[src/sv/six_axis_serial_packet_decoder_top_assert.svh]
// ----------------------------------------------------------------------------
// Six-axis serial packet decoder: assertion macros
// Shorthand for the clocked, reset-gated checks used in the decoder.
// ----------------------------------------------------------------------------
`ifndef SIX_AXIS_SERIAL_PACKET_DECODER_TOP_ASSERT_SVH
`define SIX_AXIS_SERIAL_PACKET_DECODER_TOP_ASSERT_SVH

// Same-cycle implication
`define SASPD_ASSERT_NOW(lbl, clk, rst_n, ante, cons, msg) \
  lbl: assert property (@(posedge clk) disable iff (!rst_n) (ante) |-> (cons)) \
    else $error(msg);

// Next-cycle implication
`define SASPD_ASSERT_NEXT(lbl, clk, rst_n, ante, cons, msg) \
  lbl: assert property (@(posedge clk) disable iff (!rst_n) (ante) |=> (cons)) \
    else $error(msg);

`endif

[src/sv/saspd_pkg.sv]
// ----------------------------------------------------------------------------
// saspd_pkg
// Constants, codes and the payload code table of the six-axis packet decoder.
// ----------------------------------------------------------------------------
package saspd_pkg;

  // Packet buffer geometry
  localparam int unsigned BufDepth = 64;
  localparam int unsigned AddrW    = $clog2(BufDepth);
  localparam int unsigned CntW     = $clog2(BufDepth + 1);

  // Widest payload is the axis packet: 24 nibbles
  localparam int unsigned AxisNibbles = 24;
  localparam int unsigned NibW        = 4 * AxisNibbles;
  localparam int unsigned IdxW        = $clog2(AxisNibbles + 2);
  localparam logic [2:0]  LastAxis    = 3'd5;

  // Special bytes and packet letters
  localparam logic [7:0] ByteCr    = 8'h0D;
  localparam logic [7:0] LetAxis   = 8'h64; // d
  localparam logic [7:0] LetError  = 8'h65; // e
  localparam logic [7:0] LetButton = 8'h6B; // k
  localparam logic [7:0] LetMode   = 8'h6D; // m
  localparam logic [7:0] LetNull   = 8'h6E; // n
  localparam logic [7:0] LetRate   = 8'h70; // p
  localparam logic [7:0] LetSens   = 8'h71; // q
  localparam logic [7:0] LetVer    = 8'h76; // v
  localparam logic [7:0] LetZero   = 8'h7A; // z

  // Result kinds
  typedef enum logic [2:0] {
    KIND_AXIS   = 3'd0,
    KIND_BUTTON = 3'd1,
    KIND_ERROR  = 3'd2,
    KIND_ACK    = 3'd3,
    KIND_REJECT = 3'd4
  } kind_e;

  // Error report kinds
  localparam logic [1:0] ErrCommand = 2'd0;
  localparam logic [1:0] ErrFraming = 2'd1;
  localparam logic [1:0] ErrUnknown = 2'd2;
  localparam logic [3:0] ErrNibCmd  = 4'd1;
  localparam logic [3:0] ErrNibFrm  = 4'd2;

  // Register map
  localparam logic RegReportsEn = 1'b0;

  // Nibble encoding: byte must equal the table entry selected by its low nibble
  function automatic logic [7:0] code_of(input logic [3:0] nib);
    logic [7:0] c;
    case (nib)
      4'h0:    c = 8'h30; // 0
      4'h1:    c = 8'h41; // A
      4'h2:    c = 8'h42; // B
      4'h3:    c = 8'h33; // 3
      4'h4:    c = 8'h44; // D
      4'h5:    c = 8'h35; // 5
      4'h6:    c = 8'h36; // 6
      4'h7:    c = 8'h47; // G
      4'h8:    c = 8'h48; // H
      4'h9:    c = 8'h39; // 9
      4'hA:    c = 8'h3A; // :
      4'hB:    c = 8'h4B; // K
      4'hC:    c = 8'h3C; // <
      4'hD:    c = 8'h4D; // M
      4'hE:    c = 8'h4E; // N
      default: c = 8'h3F; // ?
    endcase
    return c;
  endfunction

endpackage

[src/sv/six_axis_serial_packet_decoder_top.sv]
// ----------------------------------------------------------------------------
// six_axis_serial_packet_decoder_top
// Buffers received serial bytes and decodes each carriage-return framed
// packet into axis, button, error, acknowledge or rejected results.
// ----------------------------------------------------------------------------
//  channel | direction | handshake               | payload
//  --------+-----------+-------------------------+------------------------------
//  in      | to block  | in_valid_i / in_stall_o | rx_byte_i
//  out     | from block| out_valid_o/out_stall_i | kind_o .. last_o
//  cfg     | to block  | APB psel/penable/pready | reports_enabled at address 0
//
//  Data bytes are accepted while in_stall_o is low and, up to the buffer depth,
//  are written to the packet memory. A carriage return on a checked packet
//  scans the payload through the single memory read port and table checker,
//  then loads one result per cycle while out_stall_i is low.
//  Unchecked, unknown or wrong-length packets skip the scan.
//  in_stall_o is high from a carriage return until the last result is loaded.
//  The packet memory has no reset and needs no clearing pass.
// ----------------------------------------------------------------------------
`include "six_axis_serial_packet_decoder_top_assert.svh"

module six_axis_serial_packet_decoder_top (
  input  logic        clk_i,
  input  logic        rst_ni,
  // input bytes
  input  logic        in_valid_i,
  output logic        in_stall_o,
  input  logic [7:0]  rx_byte_i,
  // results
  output logic        out_valid_o,
  input  logic        out_stall_i,
  output logic [2:0]  kind_o,
  output logic [7:0]  ack_type_o,
  output logic [2:0]  axis_index_o,
  output logic signed [15:0] axis_value_o,
  output logic [8:0]  button_mask_o,
  output logic [1:0]  error_kind_o,
  output logic [7:0]  failing_command_o,
  output logic        last_o,
  // configuration
  input  logic        psel,
  input  logic        penable,
  input  logic        pwrite,
  input  logic [2:0]  paddr,
  input  logic [31:0] pwdata,
  output logic [31:0] prdata,
  output logic        pready
);

  typedef enum logic [2:0] {
    ST_IDLE = 3'b001,
    ST_SCAN = 3'b010,
    ST_EMIT = 3'b100
  } state_e;

  state_e state_q, state_d;

  logic [saspd_pkg::CntW-1:0] cnt_q, cnt_d;
  logic [7:0]                 letter_q, letter_d;
  logic [saspd_pkg::IdxW-1:0] iss_q, iss_d, rcv_q, rcv_d, need_q, need_d;
  logic                       pend_q, pend_d;
  logic                       ok_q, ok_d;
  logic [saspd_pkg::NibW-1:0] nib_q, nib_d;
  saspd_pkg::kind_e           rkind_q, rkind_d;
  logic [2:0]                 ax_q, ax_d;
  logic                       en_q;

  logic [7:0] mem [saspd_pkg::BufDepth];
  logic [7:0] rdata_q;
  logic       wr_en, rd_en;

  logic in_acc, is_cr, out_free, load;

  // Configuration register
  assign pready = 1'b1;
  always_ff @(posedge clk_i or negedge rst_ni) begin
    if (!rst_ni) begin
      en_q <= 1'b1;
    end else if (psel && penable && pwrite && paddr[2] == saspd_pkg::RegReportsEn) begin
      en_q <= pwdata[0];
    end
  end
  assign prdata = (paddr[2] == saspd_pkg::RegReportsEn) ? {31'd0, en_q} : 32'd0;

  // Input handshake
  assign in_stall_o = (state_q != ST_IDLE);
  assign in_acc     = in_valid_i && !in_stall_o;
  assign is_cr      = (rx_byte_i == saspd_pkg::ByteCr);
  assign wr_en      = in_acc && !is_cr && (cnt_q < saspd_pkg::CntW'(saspd_pkg::BufDepth));
  assign rd_en      = (state_q == ST_SCAN) && (iss_q <= need_q);

  // Packet memory: one write port, one registered read port
  always_ff @(posedge clk_i) begin
    if (wr_en) begin
      mem[cnt_q[saspd_pkg::AddrW-1:0]] <= rx_byte_i;
    end
    if (rd_en) begin
      rdata_q <= mem[saspd_pkg::AddrW'(iss_q)];
    end
  end

  // Result assembly from the nibble register
  saspd_pkg::kind_e res_kind;
  logic [7:0]  res_ack;
  logic [2:0]  res_idx;
  logic [15:0] res_val;
  logic [8:0]  res_btn;
  logic [1:0]  res_err;
  logic [7:0]  res_fail;
  logic        res_last;
  logic [3:0]  n1, n2, n3;

  assign n1 = nib_q[11:8];
  assign n2 = nib_q[7:4];
  assign n3 = nib_q[3:0];

  always_comb begin
    res_kind = ok_q ? rkind_q : saspd_pkg::KIND_REJECT;
    res_ack  = (res_kind == saspd_pkg::KIND_REJECT) ? 8'd0 : letter_q;
    res_idx  = 3'd0;
    res_val  = 16'd0;
    res_btn  = 9'd0;
    res_err  = 2'd0;
    res_fail = 8'd0;
    res_last = 1'b1;
    case (res_kind)
      saspd_pkg::KIND_AXIS: begin
        // adding 32768 modulo 2^16 flips the top bit
        res_idx  = ax_q;
        res_val  = {~nib_q[saspd_pkg::NibW-1], nib_q[saspd_pkg::NibW-2 -: 15]};
        res_last = (ax_q == saspd_pkg::LastAxis);
      end
      saspd_pkg::KIND_BUTTON: begin
        res_btn = {n2, 5'd0} | {4'd0, n1, 1'b0} | {5'd0, n3};
      end
      saspd_pkg::KIND_ERROR: begin
        if (n1 == saspd_pkg::ErrNibCmd) begin
          res_err  = saspd_pkg::ErrCommand;
          res_fail = {n3, n2};
        end else if (n1 == saspd_pkg::ErrNibFrm) begin
          res_err = saspd_pkg::ErrFraming;
        end else begin
          res_err = saspd_pkg::ErrUnknown;
        end
      end
      default: begin
      end
    endcase
  end

  assign out_free = !out_valid_o || !out_stall_i;
  assign load     = (state_q == ST_EMIT) && out_free;

  // Sequencer
  always_comb begin
    state_d  = state_q;
    cnt_d    = cnt_q;
    letter_d = letter_q;
    iss_d    = iss_q;
    rcv_d    = rcv_q;
    need_d   = need_q;
    pend_d   = 1'b0;
    ok_d     = ok_q;
    nib_d    = nib_q;
    rkind_d  = rkind_q;
    ax_d     = ax_q;
    case (state_q)
      ST_IDLE: begin
        if (in_acc && !is_cr) begin
          if (wr_en) begin
            cnt_d = cnt_q + 1'b1;
            if (cnt_q == '0) begin
              letter_d = rx_byte_i;
            end
          end
        end else if (in_acc && is_cr) begin
          cnt_d = '0;
          iss_d = saspd_pkg::IdxW'(1);
          rcv_d = '0;
          ok_d  = 1'b1;
          ax_d  = 3'd0;
          if (cnt_q != '0) begin
            state_d = ST_SCAN;
            rkind_d = saspd_pkg::KIND_REJECT;
            need_d  = '0;
            // required payload length (letter excluded) per packet type
            case (letter_q)
              saspd_pkg::LetAxis: begin
                rkind_d = saspd_pkg::KIND_AXIS;
                need_d  = saspd_pkg::IdxW'(saspd_pkg::AxisNibbles);
              end
              saspd_pkg::LetError: begin
                rkind_d = saspd_pkg::KIND_ERROR;
                need_d  = saspd_pkg::IdxW'(3);
              end
              saspd_pkg::LetButton: begin
                rkind_d = saspd_pkg::KIND_BUTTON;
                need_d  = saspd_pkg::IdxW'(3);
              end
              saspd_pkg::LetMode, saspd_pkg::LetNull: begin
                rkind_d = saspd_pkg::KIND_ACK;
                need_d  = saspd_pkg::IdxW'(1);
              end
              saspd_pkg::LetRate, saspd_pkg::LetSens: begin
                rkind_d = saspd_pkg::KIND_ACK;
                need_d  = saspd_pkg::IdxW'(2);
              end
              saspd_pkg::LetVer, saspd_pkg::LetZero: begin
                rkind_d = saspd_pkg::KIND_ACK;
                state_d = ST_EMIT;
              end
              default: begin
                state_d = ST_EMIT;
              end
            endcase
            // wrong length, or reports off for axis and button: reject without scan
            if (state_d == ST_SCAN) begin
              if (cnt_q != saspd_pkg::CntW'(need_d) + 1'b1) begin
                rkind_d = saspd_pkg::KIND_REJECT;
                state_d = ST_EMIT;
              end else if (!en_q && (rkind_d == saspd_pkg::KIND_AXIS ||
                                     rkind_d == saspd_pkg::KIND_BUTTON)) begin
                rkind_d = saspd_pkg::KIND_REJECT;
                state_d = ST_EMIT;
              end
            end
          end
        end
      end
      ST_SCAN: begin
        // issue one read per cycle, check the byte from the registered read port
        if (rd_en) begin
          iss_d  = iss_q + 1'b1;
          pend_d = 1'b1;
        end
        if (pend_q) begin
          rcv_d = rcv_q + 1'b1;
          nib_d = {nib_q[saspd_pkg::NibW-5:0], rdata_q[3:0]};
          if (rdata_q != saspd_pkg::code_of(rdata_q[3:0])) begin
            ok_d = 1'b0;
          end
          if (rcv_d == need_q) begin
            state_d = ST_EMIT;
          end
        end
      end
      ST_EMIT: begin
        if (load) begin
          if (res_last) begin
            state_d = ST_IDLE;
          end else begin
            ax_d  = ax_q + 1'b1;
            nib_d = nib_q << 16;
          end
        end
      end
      default: begin
        state_d = ST_IDLE;
      end
    endcase
  end

  // Control registers
  always_ff @(posedge clk_i or negedge rst_ni) begin
    if (!rst_ni) begin
      state_q <= ST_IDLE;
      cnt_q   <= '0;
      iss_q   <= '0;
      rcv_q   <= '0;
      need_q  <= '0;
      pend_q  <= 1'b0;
      ok_q    <= 1'b1;
      rkind_q <= saspd_pkg::KIND_REJECT;
      ax_q    <= 3'd0;
    end else begin
      state_q <= state_d;
      cnt_q   <= cnt_d;
      iss_q   <= iss_d;
      rcv_q   <= rcv_d;
      need_q  <= need_d;
      pend_q  <= pend_d;
      ok_q    <= ok_d;
      rkind_q <= rkind_d;
      ax_q    <= ax_d;
    end
  end

  // Datapath registers
  always_ff @(posedge clk_i) begin
    letter_q <= letter_d;
    nib_q    <= nib_d;
  end

  // Output register
  logic out_valid_q;
  always_ff @(posedge clk_i or negedge rst_ni) begin
    if (!rst_ni) begin
      out_valid_q <= 1'b0;
    end else if (load) begin
      out_valid_q <= 1'b1;
    end else if (!out_stall_i) begin
      out_valid_q <= 1'b0;
    end
  end

  logic [2:0]  kind_q;
  logic [7:0]  ack_q;
  logic [2:0]  idx_q;
  logic [15:0] val_q;
  logic [8:0]  btn_q;
  logic [1:0]  err_q;
  logic [7:0]  fail_q;
  logic        last_q;
  always_ff @(posedge clk_i) begin
    if (load) begin
      kind_q <= res_kind;
      ack_q  <= res_ack;
      idx_q  <= res_idx;
      val_q  <= res_val;
      btn_q  <= res_btn;
      err_q  <= res_err;
      fail_q <= res_fail;
      last_q <= res_last;
    end
  end

  assign out_valid_o       = out_valid_q;
  assign kind_o            = kind_q;
  assign ack_type_o        = ack_q;
  assign axis_index_o      = idx_q;
  assign axis_value_o      = val_q;
  assign button_mask_o     = btn_q;
  assign error_kind_o      = err_q;
  assign failing_command_o = fail_q;
  assign last_o            = last_q;

  // Assertions
  `SASPD_ASSERT_NOW(a_cnt_bound, clk_i, rst_ni, 1'b1,
    cnt_q <= saspd_pkg::CntW'(saspd_pkg::BufDepth), "byte count beyond buffer depth")
  `SASPD_ASSERT_NOW(a_scan_bound, clk_i, rst_ni, state_q == ST_SCAN,
    rcv_q < need_q, "scan ran past payload length")
  `SASPD_ASSERT_NOW(a_single_last, clk_i, rst_ni,
    out_valid_o && kind_o != saspd_pkg::KIND_AXIS, last_o, "single result without last")
  `SASPD_ASSERT_NEXT(a_emit_done, clk_i, rst_ni, load && res_last,
    state_q == ST_IDLE && out_valid_o && last_o, "last result did not end the packet")

endmodule

[config.mk]
export PLATFORM = sky130hd
export DESIGN_NAME = six_axis_serial_packet_decoder_top
export DESIGN_NICKNAME = d
export VERILOG_FILES = /design/src/sv/saspd_pkg.sv /design/src/sv/six_axis_serial_packet_decoder_top.sv
export VERILOG_INCLUDE_DIRS = /design/src /design/src/sv
export SDC_FILE = /design/constraint.sdc
export NUM_CORES = 1
export LEC_CHECK = 0
export BUFFER_PORTS_ARGS = -buffer_cell sky130_fd_sc_hd__buf_2
export CAP_MARGIN = 20
export CORE_MARGIN = 3
export CORE_UTILIZATION = 25
export DETAILED_ROUTE_END_ITERATION = 8
export SETUP_SLACK_MARGIN = 0.1
export SLEW_MARGIN = 10
export SYNTH_ARGS = -nofsm -noshare
export SYNTH_HDL_FRONTEND = slang
export SYNTH_SLANG_ARGS = --single-unit
[constraint.sdc]
create_clock -name clk_i -period 17.6 [get_ports clk_i]
set_input_delay 1.76 -clock clk_i [delete_from_list [all_inputs] [get_ports clk_i]]
set_output_delay 1.76 -clock clk_i [all_outputs]
set_load 0.01 [all_outputs]
Word level (Yosys, flattened, before mapping)
Memories as Yosys holds them, arrays and structs flattened. A register that Yosys moved wholly into a read port is not among the register bits.
Index checks and enable logic that the tools add are counted.

storage, ports and cells
  bits of input ports = 50
  bits in read-only memories = 112
  bits in registers = 189
  RAM bits = 512
  memories kept = 2
  latch bits = 0
  output and inout port bits = 85

memories
  memory           words  width  read ports  clocked after Yosys merged registers in  write ports  RTL line                                  RTL
  mem              64     8      1           1                                        1            six_axis_serial_packet_decoder_top.sv:68  logic [7:0] mem [saspd_pkg::BufDepth];
  (no name shown)  16     7      1           0                                        0            saspd_pkg.sv:52                           case (nib)

operators by class
  multiply operators = 0
  muxes and demuxes = 66
  order comparisons = 2
  reduce and logical (&&, ||, !) cells = 41
  bitwise operators = 6
  equal/unequal tests = 37
  div/mod/pow operators = 0
  $add $sub $neg = 5
  shift operators = 0

operators with widths
  cell                 number
  $mux 96              3
  $pmux 96 s2          1
  $mux 3               27
  $eq 8x7->1 const B   9
  $mux 5               10
  $mux 7               3
  $pmux 5 s2           2
  $pmux 5 s4           1
  $reduce_and 4->1     5
  $ne 2x2->1 const B   9
  $mux 8               2
  $mux 1               12
  $pmux 3 s4           1
  $add 5x1->5 const B  2
  $logic_and 1x1->1    10
  $reduce_and 5->1     2
  $eq 3x1->1 const B   3
  $eq 3x2->1 const B   3
  $eq 3x3->1 const B   3
  $or 9x4->9           1
  $or 9x5->9           1
  $pmux 3 s3           1
  $eq 8x4->1 const B   1
  $ne 8x8->1           1
  27 further kinds     44

Logic depth before layout (Yosys ltp)
Gate-level depths: netlist of the first run.

  depth in word-level cells = 17
  depth in mapped cells = 11
  depth with buffers taken out = 10

Worst setup path after synthesis of the first run
No wires, ideal clock.

  path kind = input-to-reg
  from = in out_stall_i
  to = reg nib_q[0] in the netlist's numbering (enable)
  stages = 2
  slack = 10,347 ps
  data arrival time = 6,661 ps
  data required time = 17,009 ps
  cells stage by stage = and2_1 -> a22oi_1

between the ends
  longest elaborated chain between the ends = 5

ends and longest elaborated chain
  what                               RTL line                                   RTL
  from (decl)                        six_axis_serial_packet_decoder_top.sv:31   input logic out_stall_i,
  $logic_not 1->1                    -
  $logic_or 1x1->1                   six_axis_serial_packet_decoder_top.sv:151  assign out_free = !out_valid_o || !out_stall_i;
  $logic_and 1x1->1                  six_axis_serial_packet_decoder_top.sv:152  assign load = (state_q == ST_EMIT) && out_free;
  $ne 2x2->1 (no source line)        -
  $reduce_and 4->1 (no source line)  -
  to (signal assigned)               six_axis_serial_packet_decoder_top.sv:291  nib_q <= nib_d;
  to (decl)                          six_axis_serial_packet_decoder_top.sv:63   logic [saspd_pkg::NibW-1:0] nib_q, nib_d;

No other way between the ends.
A chain may end at the register's enable or synchronous reset.

Worst setup path after layout of the first run
  from = in rx_byte_i[1]
  to = mem mem[15][7] (enable)

between the ends
  longest elaborated chain between the ends = 6

ends and longest elaborated chain
  what                            RTL line                                  RTL
  from (decl)                     six_axis_serial_packet_decoder_top.sv:28  input logic [7:0] rx_byte_i,
  $eq 8x4->1                      six_axis_serial_packet_decoder_top.sv:88  assign is_cr = (rx_byte_i == saspd_pkg::ByteCr);
  $logic_not 1->1                 six_axis_serial_packet_decoder_top.sv:89  assign wr_en = in_acc && !is_cr && (cnt_q < saspd_pkg::CntW'(saspd_pkg::BufDepth));
  $logic_and 1x1->1 (2 in a row)  six_axis_serial_packet_decoder_top.sv:89
  $mux 1                          six_axis_serial_packet_decoder_top.sv:94  if (wr_en) begin
  $mux 1 (not written as such)    six_axis_serial_packet_decoder_top.sv:95  mem[cnt_q[saspd_pkg::AddrW-1:0]] <= rx_byte_i;
  to (decl)                       six_axis_serial_packet_decoder_top.sv:68

No other way between the ends.

==> results of run 1 <==
final cells by class:
cell class                 instances  area [µm²]  area share [%]
antenna                            4       10.01         0.04645
timing repair buffer              84       475.5           2.206
clock inverter                    22       200.2          0.9290
sequential                       451       13390           62.13
clock buffer                      61        1207           5.603
multi-input combinational        693        5031           23.35
inverter                          10       37.54          0.1742
tap                              959        1200           5.568
worst max-delay path by stage:
stage                  to  slack, ps  cells past startpoint
3_5_place_dp   mem[15][7]      12870                      6
4_1_cts        mem[15][7]      13480                      6
6_report       mem[15][7]      13460                      6
5_1_grt        mem[15][7]      13320                      6
3_3_place_gp   mem[31][3]      12750                      6
2_1_floorplan    nib_q[0]      10350                      2
cells in the final DEF, fill, tap and decap left out, drive strengths merged, types with 9 or more instances in the layout:
cell / Yosys / layout
clkbuf: 36 / 61
nor2: 61 / 61
mux4: 80 / 80
mux2: 14 / 14
a21oi: 11 / 11
inv: 10 / 12
conb: 2 / 32
o21ai: 22 / 22
and2: 63 / 63
clkinv: 0 / 18
nand3: 14 / 14
xor2: 11 / 11
edfxtp: 418 / 418
nand2: 268 / 268
dfrtp: 29 / 29
xnor2: 9 / 9
nand2b: 9 / 9
ha: 11 / 11
buf: 50 / 84
cells by family after synthesis:
logic type,count (synthesis),synth area share (%)
buffers and inverters,96,2.809
adders and majority gates,11,0.7322
and+or+nand+nor,465,11.26
AOI/OAI and AO/OA,68,2.416
other,2,0.03996
DFF,451,71.20
xor gates and xnor gates,20,0.9320
muxes,97,10.60
synthesized netlist by cell type (all sizes together) (4+ instances only):
cell	count	area, µm²
nand2b	9	56.30
o21a	5	37.54
ha	11	137.6
dfrtp	29	725.7
a21oi	11	55.05
nor3b	4	30.03
edfxtp	418	12550
xnor2	9	78.83
o21ai	22	110.1
nand2	268	1006
buf	50	355.3
clkbuf	36	135.1
dfstp	4	105.1
and3	5	31.28
or3	7	43.79
mux4	80	1802
xor2	11	96.34
mux2	14	161.4
a22o	4	35.03
and2	63	394.1
nor2	61	229.0
inv	10	37.54
nor3	8	40.04
nand3	14	70.07
nor2b	4	25.02
flip-flops by register name (all words and copies together) (netlist names), 5 cells and up:
signal,flops
rcv_q,5
ack_type_o,8
button_mask_o,9
mem,256
iss_q,5
axis_value_o,16
rdata_q,8
letter_q,8
nib_q,96
cnt_q,7
failing_command_o,8
power by group through the flow:
stage / registers, mW / clock network (mW) / logic, mW
floorplan: 1.24 / 0 / 0.104
detailed placement: 1.26 / 0 / 0.130
global route: 1.24 / 0.986 / 0.143
CTS: 1.24 / 0.941 / 0.130
global placement: 1.26 / 0 / 0.127
finish: 1.24 / 0.914 / 0.130
metal layers:
metal / vias up / part of all wire (%) / track usage, %
li1: 4585 / - / -
met2: 189 / 48 / 15.65
met1: 4894 / 45 / 12.56
met5: - / 0.11 / 0
met3: 56 / 5.3 / 2.105
met4: 6 / 1.9 / 2.492
==> impl_metrics.env, run 1 <==
export IMPL_setup_slack_ps=13460
export IMPL_status="finished, final reports clean"
export IMPL_numClockSinks=451
export IMPL_final_util_pct=29.24
export IMPL_hp_start="nib_q[93]"
export IMPL_ant_nets=0
export IMPL_max_freq_mhz=241.3
export IMPL_rsz0062_at_grt="false"
export IMPL_grt_pass1_vias=9826
export IMPL_cts_resized=0
export IMPL_end_kind="flop"
export IMPL_fillCellCount=7303
export IMPL_dpl_hpwl_um=23560
export IMPL_via_per_inst=4.260
export IMPL_slowest_delay_ps=950
export IMPL_final_cell_area_mm2=0.02155
export IMPL_cp_cell_sequence="buf_2 > and4b_1 > a211oi_1 > buf_4 > nand4_1 > nor4b_2"
export IMPL_criticalPathCategory="in -> reg"
export IMPL_worstPathRequired_ps=17780
export IMPL_hold_viol=0
export IMPL_fin_crit_ps=4145
export IMPL_cts_root_buf="clkbuf_16"
export IMPL_seq_area_frac_synth_pct=71.20
export IMPL_netSwitchingFraction_pct=22.99
export IMPL_p_seq_share_pct=54.3
export IMPL_p_comb_share_pct=5.7
export IMPL_io_buffer_count=69
export IMPL_synth_ff_type="edfxtp_1"
export IMPL_grt_pass1_wl_um=58170
export IMPL_r2r_setup_slack_ps=14250
export IMPL_cap_violations=0
export IMPL_drtIter0Drc=728
export IMPL_p_sw_mw=0.5246
export IMPL_cts_setup_buffers=0
export IMPL_cp_top_family="simple AND/OR/NAND/NOR gates"
export IMPL_track_usage_pct=9.451
export IMPL_finalPower_mw=2.282
export IMPL_grt_max_degree=100
export IMPL_placed_cells=2197
export IMPL_synthesis_area_mm2=0.01880
export IMPL_p_int_mw=1.758
export IMPL_drc=0
export IMPL_cellPowerDensity_mw_per_mm2=105.9
export IMPL_cp_startpoint="rx_byte_i[1]"
export IMPL_synthCells=1210
export IMPL_hold_path_class="reg -> reg"
export IMPL_cts_tree="done"
export IMPL_power_leakage_nw=7.214
export IMPL_worstHoldPathCells=1
export IMPL_timing_critical_path_arrival_ps=4330
export IMPL_htreeDepth=2
export IMPL_vias=9730
export IMPL_rr_startpoint="iss_q[0]"
export IMPL_finalCritPeriodShare_pct=23.55
export IMPL_dr_pass1_iters=5
export IMPL_finalNonFillerCells=2284
export IMPL_setup_violations_final=0
export IMPL_relSlewSlack_pct=30.59
export IMPL_place_gp_congestion=0.7576
export IMPL_ff2ff_path_depth=4
export IMPL_num_rows=99
export IMPL_die_h_um=280.2
export IMPL_dpl_instance_area_mm2=0.02013
export IMPL_fp_coreArea_mm2=0.07370
export IMPL_synth_distinct_cells=66
export IMPL_cp_start_kind="input port"
export IMPL_rr_endpoint="rdata_q[3]"
export IMPL_insertion_delay_ps=600
export IMPL_whs_ps=517.3
export IMPL_power_frac_clock_pct=40.1
export IMPL_synth_area_per_cell_um2=15.53
export IMPL_area_delta_synth_final_pct=14.65
export IMPL_die_w_um=280.2
export IMPL_slew_violations=0
export IMPL_path_max_fanout=34
export IMPL_grt_ovfl_total=0
export IMPL_drive_above_1_share_pct=19.45
export IMPL_cp_num_buf_inv=2
export IMPL_ctsHoldBuffers=0
export IMPL_fin_setup_tns_ps=0
export IMPL_clk_pin_slew_worst_paths_ps=60
export IMPL_wl_per_cell_um=16.34
export IMPL_ys_ff_latch=451
export IMPL_slowest_stage="nor4b_2"
export IMPL_floorplan_die_area_mm2=0.07851
export IMPL_drt_total_wl_um=37330
export IMPL_layout_nets=1347
export IMPL_clockBufferDepth=3
export IMPL_vdd_drop_max_mv=0.07546
export IMPL_pre_cts_slack_ps=12870
export IMPL_synth_edf_count=418
export IMPL_antenna_found_initial=7
export IMPL_clock_skew_ps=38.13
export IMPL_min_to="axis_value_o[13]"
export IMPL_yosys_warnings=0
export IMPL_async_reset_ff_share_pct=7.317
export IMPL_pin_count=135
export IMPL_start_util_pct=25.50
export IMPL_cts_buffers=46
export IMPL_worstMarginPinSlew_ps=1038
(Power assumes the default switching activity.)
==> inputs of run 2 (changes only) <==
==> constraint.sdc (replaced) <==
create_clock -name clk_i -period 3.3 [get_ports clk_i]
set_input_delay 0.33 -clock clk_i [delete_from_list [all_inputs] [get_ports clk_i]]
set_output_delay 0.33 -clock clk_i [all_outputs]
set_load 0.01 [all_outputs]
==> run 2 against run 1 <==
Effect of this change: non-clock buffer count is 16 higher; clock power grew to 5.8 times the previous value; via count is 0.17% lower; final cell count is 0.79% higher; hold slack worse by 450 ps; critical path depth is 1 lower; utilization is 0.43 points higher; flip-flop and latch count stayed put; wire length is 0.96% higher; sequential share of layout area is 0.90 points lower; final area is 1.5% higher.
==> impl_metrics.env, run 2 (synthesis results as in run 1) <==
export IMPL_status="finished, final reports clean"
export IMPL_p_seq_share_pct=52.2
export IMPL_power_frac_clock_pct=42.1
export IMPL_layout_nets=1363
export IMPL_io_buffer_count=69
export IMPL_grt_ovfl_total=0
export IMPL_cap_violations=0
export IMPL_drc=0
export IMPL_floorplan_die_area_mm2=0.07851
export IMPL_dpl_instance_area_mm2=0.02028
export IMPL_timing_critical_path_arrival_ps=2950
export IMPL_p_sw_mw=2.787
export IMPL_pin_count=135
export IMPL_worstMarginPinSlew_ps=864.8
export IMPL_cp_start_kind="flop"
export IMPL_hp_start="in_valid_i"
export IMPL_largest_register_ffs=256
export IMPL_pre_cts_slack_ps=531.2
export IMPL_numClockSinks=451
export IMPL_via_per_inst=4.219
export IMPL_start_util_pct=25.50
export IMPL_vdd_drop_max_mv=0.4349
export IMPL_die_h_um=280.2
export IMPL_p_int_mw=9.825
export IMPL_regArea_mm2=0.01339
export IMPL_layout_commonest_cell="edfxtp_1"
export IMPL_p_comb_share_pct=5.7
export IMPL_clk_pin_slew_worst_paths_ps=60
export IMPL_cts_resized=0
export IMPL_cellPowerDensity_mw_per_mm2=576.8
export IMPL_relSlewSlack_pct=42.13
export IMPL_track_usage_pct=9.522
export IMPL_rr_startpoint="state_q[2]"
export IMPL_max_freq_mhz=364.3
export IMPL_slew_violations=0
export IMPL_multi_input_area_mm2=0.005031
export IMPL_wl_per_cell_um=16.37
export IMPL_grt_pass1_wl_um=58240
export IMPL_insertion_delay_ps=590
export IMPL_drtIter0Drc=748
export IMPL_ant_nets=0
export IMPL_criticalPathCategory="reg -> reg"
export IMPL_rsz0062_at_grt="false"
export IMPL_cts_root_buf="clkbuf_16"
export IMPL_area_delta_synth_final_pct=16.34
export IMPL_worstPathRequired_ps=3500
export IMPL_clockBufferDepth=3
export IMPL_htreeDepth=2
export IMPL_layout_common_cells="edfxtp_1, nand2_1, mux4_2, buf_2, and2_1"
export IMPL_hold_path_class="in -> reg"
export IMPL_antenna_found_initial=6
export IMPL_cts_tree="done"
export IMPL_clock_skew_ps=27.73
export IMPL_drive_above_1_share_pct=20.31
export IMPL_hold_viol=0
export IMPL_fp_coreArea_mm2=0.07370
export IMPL_dpl_hpwl_um=24590
export IMPL_finalPower_mw=12.61
export IMPL_fin_crit_ps=2745
export IMPL_die_w_um=280.2
export IMPL_finalCritPeriodShare_pct=83.17
export IMPL_path_max_fanout=11
export IMPL_whs_ps=63.72
export IMPL_grt_max_degree=97
export IMPL_ctsHoldBuffers=2
export IMPL_dr_pass1_iters=5
export IMPL_drt_total_wl_um=37690
export IMPL_num_rows=99
export IMPL_cp_startpoint="state_q[2]"
export IMPL_final_cell_area_mm2=0.02187
export IMPL_grt_pass1_vias=9843
export IMPL_setup_violations_final=0
export IMPL_netSwitchingFraction_pct=22.10
export IMPL_final_util_pct=29.67
export IMPL_vias=9713
export IMPL_cts_setup_buffers=0
export IMPL_fillCellCount=7241
export IMPL_end_kind="flop"
export IMPL_cts_buffers=46
export IMPL_place_gp_congestion=0.7881
export IMPL_power_leakage_nw=7.357
export IMPL_setup_slack_ps=555.2
## run 2: cell types whose count changed in the layout (fill, tap and decap cells not counted), sizes merged
cell	change
clkinv	+1
inv	-1
bufinv	+6
buf	+14
clkbuf	-6
dlygate4sd3	+2
clkinvlp	+2
## run 2: power groups by stage
| stage | Sequential [mW] | Combinational [mW] | Clock (mW) |
|---|---|---|---|
| after global placement | 6.69 | 0.694 | 0 |
| after detailed placement | 6.71 | 0.712 | 0 |
| after global routing | 6.61 | 0.781 | 5.70 |
| final | 6.59 | 0.714 | 5.31 |
| after floorplan | 6.61 | 0.556 | 0 |
| after CTS | 6.59 | 0.717 | 5.47 |
## run 2: through the flow
stage,setup TNS [ps],std cells
floorplan,-86420,1240
global placement,0,2211
detailed placement,0,2211
CTS,0,2298
global route,0,2298
finish,0,2302
## run 2: layout make-up
class	count	share of cell area (%)
Multi-Input combinational cell	693	23.01
Timing Repair Buffer	100	2.953
Antenna cell	4	0.04578
Sequential cell	451	61.23
Clock buffer	55	5.419
Clock inverter	30	1.688
Tap cell	959	5.488
Inverter	10	0.1717
## run 2: worst paths after layout
| check | endpoint | slack, ps | depth (start not counted) |
|---|---|---|---|
| max in group asynchronous | iss_q[0] | 2310 | 2 |
| setup reg to reg | mem[18][7] | 560 | 5 |
| hold reg to reg | axis_value_o[13] | 520 | 1 |
| hold / removal | ok_q | 60 | 3 |
| setup / recovery | mem[18][7] | 560 | 5 |
| min in group asynchronous | state_q[2] | 380 | 2 |
## run 2: worst max-delay path, stage by stage (launching register included)
cell	delay, ps
dfrtp_1	530
nand4bb_1	310
a211oi_1	260
buf_4	220
nand3_1	290
nor2_1	760
## run 2: per-layer routing
layer	routed length [µm]	GRT usage [%]
met3	1946	2.280
met2	17500	15.32
met5	27	0
met1	17050	12.53
met4	1169	3.510
==> inputs of run 3 (changes only) <==
--- a/config.mk
+++ b/config.mk
@@ -6,6 +6,7 @@
 export SDC_FILE = /design/constraint.sdc
 export NUM_CORES = 1
 export LEC_CHECK = 0
+export ABC_AREA = 1
 export BUFFER_PORTS_ARGS = -buffer_cell sky130_fd_sc_hd__buf_2
 export CAP_MARGIN = 20
 export CORE_MARGIN = 3
==> constraint.sdc (replaced) <==
create_clock -name clk_i -period 2.7 [get_ports clk_i]
set_input_delay 0.27 -clock clk_i [delete_from_list [all_inputs] [get_ports clk_i]]
set_output_delay 0.27 -clock clk_i [all_outputs]
set_load 0.01 [all_outputs]
==> run 3 against run 2 <==
Effect of this change: clock skew is 0.75 ps higher; flip-flop and latch count stayed put; sequential share of layout area is 1.6 points lower; final area is 2.7% higher; setup slack worse by 150 ps; clock power is 24% higher; via count is 27% higher.
==> impl_metrics.env, run 3 <==
export IMPL_grt_ovfl_total=0
export IMPL_place_gp_congestion=0.8028
export IMPL_layout_nets=1860
export IMPL_slew_violations=0
export IMPL_track_usage_pct=10.71
export IMPL_grt_pass1_vias=12140
export IMPL_yosysTopAreaCell="edfxtp_1"
export IMPL_synth_most_common_cell="edfxtp_1"
export IMPL_n_antenna_cell=0
export IMPL_synth_ff_type="edfxtp_1"
export IMPL_dpl_instance_area_mm2=0.02078
export IMPL_dpl_hpwl_um=27520
export IMPL_final_cell_area_mm2=0.02245
export IMPL_max_freq_mhz=436.1
export IMPL_io_buffer_count=69
export IMPL_grt_max_degree=97
export IMPL_relSlewSlack_pct=46.36
export IMPL_numClockSinks=451
export IMPL_cap_violations=0
export IMPL_antenna_found_initial=0
export IMPL_cts_tree="done"
export IMPL_p_int_mw=12.13
export IMPL_synth_area_per_cell_um2=11.33
export IMPL_timing_critical_path_arrival_ps=2570
export IMPL_pre_cts_slack_ps=134.8
export IMPL_setup_violations_final=0
export IMPL_synth_edf_count=418
export IMPL_synth_top_cell_area_share_pct=65.96
export IMPL_drive_above_1_share_pct=13.34
export IMPL_rsz0062_at_grt="false"
export IMPL_vias=12320
export IMPL_async_reset_ff_share_pct=7.317
export IMPL_worstPathRequired_ps=2980
export IMPL_p_comb_share_pct=9.2
export IMPL_cellPowerDensity_mw_per_mm2=715.3
export IMPL_vdd_drop_max_mv=0.4073
export IMPL_grt_pass1_wl_um=67240
export IMPL_power_leakage_nw=8.322
export IMPL_area_delta_synth_final_pct=17.96
export IMPL_pin_count=135
export IMPL_netSwitchingFraction_pct=24.47
export IMPL_end_kind="flop"
export IMPL_status="finished, final reports clean"
export IMPL_start_util_pct=25.39
export IMPL_cpMostUsedCell="buf_4"
export IMPL_via_per_inst=4.391
export IMPL_cp_start_kind="flop"
export IMPL_synthesis_area_mm2=0.01903
export IMPL_ys_ff_latch=451
export IMPL_seq_area_frac_synth_pct=70.32
export IMPL_synthTopCellsByCount="edfxtp_1, nand2_1, nor2_1, o21ai_0, inv_1"
export IMPL_largest_register_ffs=256
export IMPL_p_seq_share_pct=49.8
export IMPL_layout_common_cells="edfxtp_1, nand2_1, nor2_1, o21ai_0, inv_1"
export IMPL_cts_root_buf="clkbuf_16"
export IMPL_slowest_stage="dfstp_2"
export IMPL_fp_coreArea_mm2=0.07495
export IMPL_clock_skew_ps=28.48
export IMPL_floorplan_die_area_mm2=0.07947
export IMPL_dr_pass1_iters=5
export IMPL_finalPower_mw=16.06
export IMPL_cts_buffers=48
export IMPL_hold_path_class="in -> reg"
export IMPL_clockBufferDepth=3
export IMPL_criticalPathCategory="reg -> reg"
export IMPL_finalCritPeriodShare_pct=84.92
export IMPL_drt_total_wl_um=43040
export IMPL_wl_per_cell_um=15.34
export IMPL_synthCells=1680
export IMPL_path_max_fanout=8
export IMPL_htreeDepth=2
export IMPL_ant_nets=0
export IMPL_setup_slack_ps=407.1
export IMPL_yosys_warnings=0
export IMPL_slowest_delay_ps=590
export IMPL_hold_viol=0
export IMPL_synth_distinct_cells=41
export IMPL_insertion_delay_ps=600
export IMPL_p_sw_mw=3.930
export IMPL_synthTopCellsByArea="edfxtp_1, nand2_1, nor2_1, o21ai_0, dfrtp_1"
export IMPL_die_w_um=281.9
export IMPL_layout_commonest_cell="edfxtp_1"
export IMPL_clk_pin_slew_worst_paths_ps=60
export IMPL_power_frac_clock_pct=41.0
export IMPL_cp_cell_sequence="nand3_2 > inv_2 > nand2_4 > nor3_4 > buf_4 > nand4_2 > nor2_1 > buf_4"
export IMPL_drc=0
export IMPL_num_rows=100
export IMPL_drtIter0Drc=1145
export IMPL_worstMarginPinSlew_ps=804.6
export IMPL_die_h_um=281.9
export IMPL_fin_crit_ps=2293
[run 3: cell count changes after synthesis, moves of 62 or more]
cell and change:
nand2_1 +63, mux4_2 -80, nor2_1 +220, o21ai_0 +158, and2_1 -62, inv_1 +99
[run 3: worst paths after layout]
| kind | startpoint | to | depth (start not counted) | slack [ps] |
|---|---|---|---|---|
| max | state_q[0] | mem[13][4] | 8 | 410 |
| min in group asynchronous | rst_ni | ax_q[2] | 2 | 310 |
| min | in_valid_i | cnt_q[6] | 5 | 140 |
| min reg2reg | ok_q | ok_q | 2 | 480 |
| max in group asynchronous | rst_ni | iss_q[0] | 2 | 1780 |
| max reg2reg | state_q[0] | mem[13][4] | 8 | 410 |
[run 3: area by class of cell]
class | instances | area (µm²)
timing repair buffer | 145 | 1016
sequential | 451 | 13390
tap | 969 | 1212
clock buffer | 60 | 1266
clock inverter | 28 | 322.8
multi-input combinational | 1034 | 4797
fill | 7541 | 52500
inverter | 119 | 446.7
[run 3: power by group through the flow]
stage               Clock, mW  Sequential, mW  Combinational, mW
global placement            0            8.14               1.40
detailed placement          0            8.15               1.44
CTS                      6.79            8.00               1.46
floorplan                   0            8.13              0.963
global route             7.08            8.02               1.67
finish                   6.58            8.00               1.47
[run 3: worst max-delay path, delay by kind of cell (launching register included)]
family,cells,cell delay [ps]
AND/OR/NAND/NOR,5,890
flip-flops,1,590
buffers and inverters,3,490
[run 3: through the flow]
| step | utilization, % | instances | hold WS (ps) | setup TNS [ps] |
|---|---|---|---|---|
| after floorplan | - | 1710 | -25.59 | -28280 |
| after global placement | 27.73 | 2710 | 405.6 | 0 |
| after detailed placement | 27.73 | 2710 | 412.4 | 0 |
| after CTS | 29.92 | 2803 | 111.8 | 0 |
| after global routing | 29.95 | 2806 | 154.2 | 0 |
| final | 29.95 | 2806 | 144.1 | 0 |
[run 3: layer usage]
metal	vias to the layer above	part of all wire (%)	GRT usage, %
met1	5913	44	13.91
met4	0	2.7	3.638
li1	5991	-	-
met5	-	0	0
met2	338	48	17.86
met3	79	6.0	2.161
[run 3: cell families after synthesis]
logic type | count (synthesis) | share of synthesized area [%]
and+or+nand+nor | 704 | 15.19
DFF | 451 | 70.32
AOI/OAI and AO/OA | 278 | 8.080
buffers and inverters | 225 | 5.214
adders and majority gates | 11 | 0.7232
xor gates and xnor gates | 7 | 0.3222
other | 2 | 0.03946
muxes | 2 | 0.1118
[run 3: repair_timing]
item	4_1_cts	5_1_grt
endpoints found under the hold margin	31	0
gates resized for setup	0	1
hold buffers	5	0
buffers inserted	0	3
setup endpoints to repair	0	104
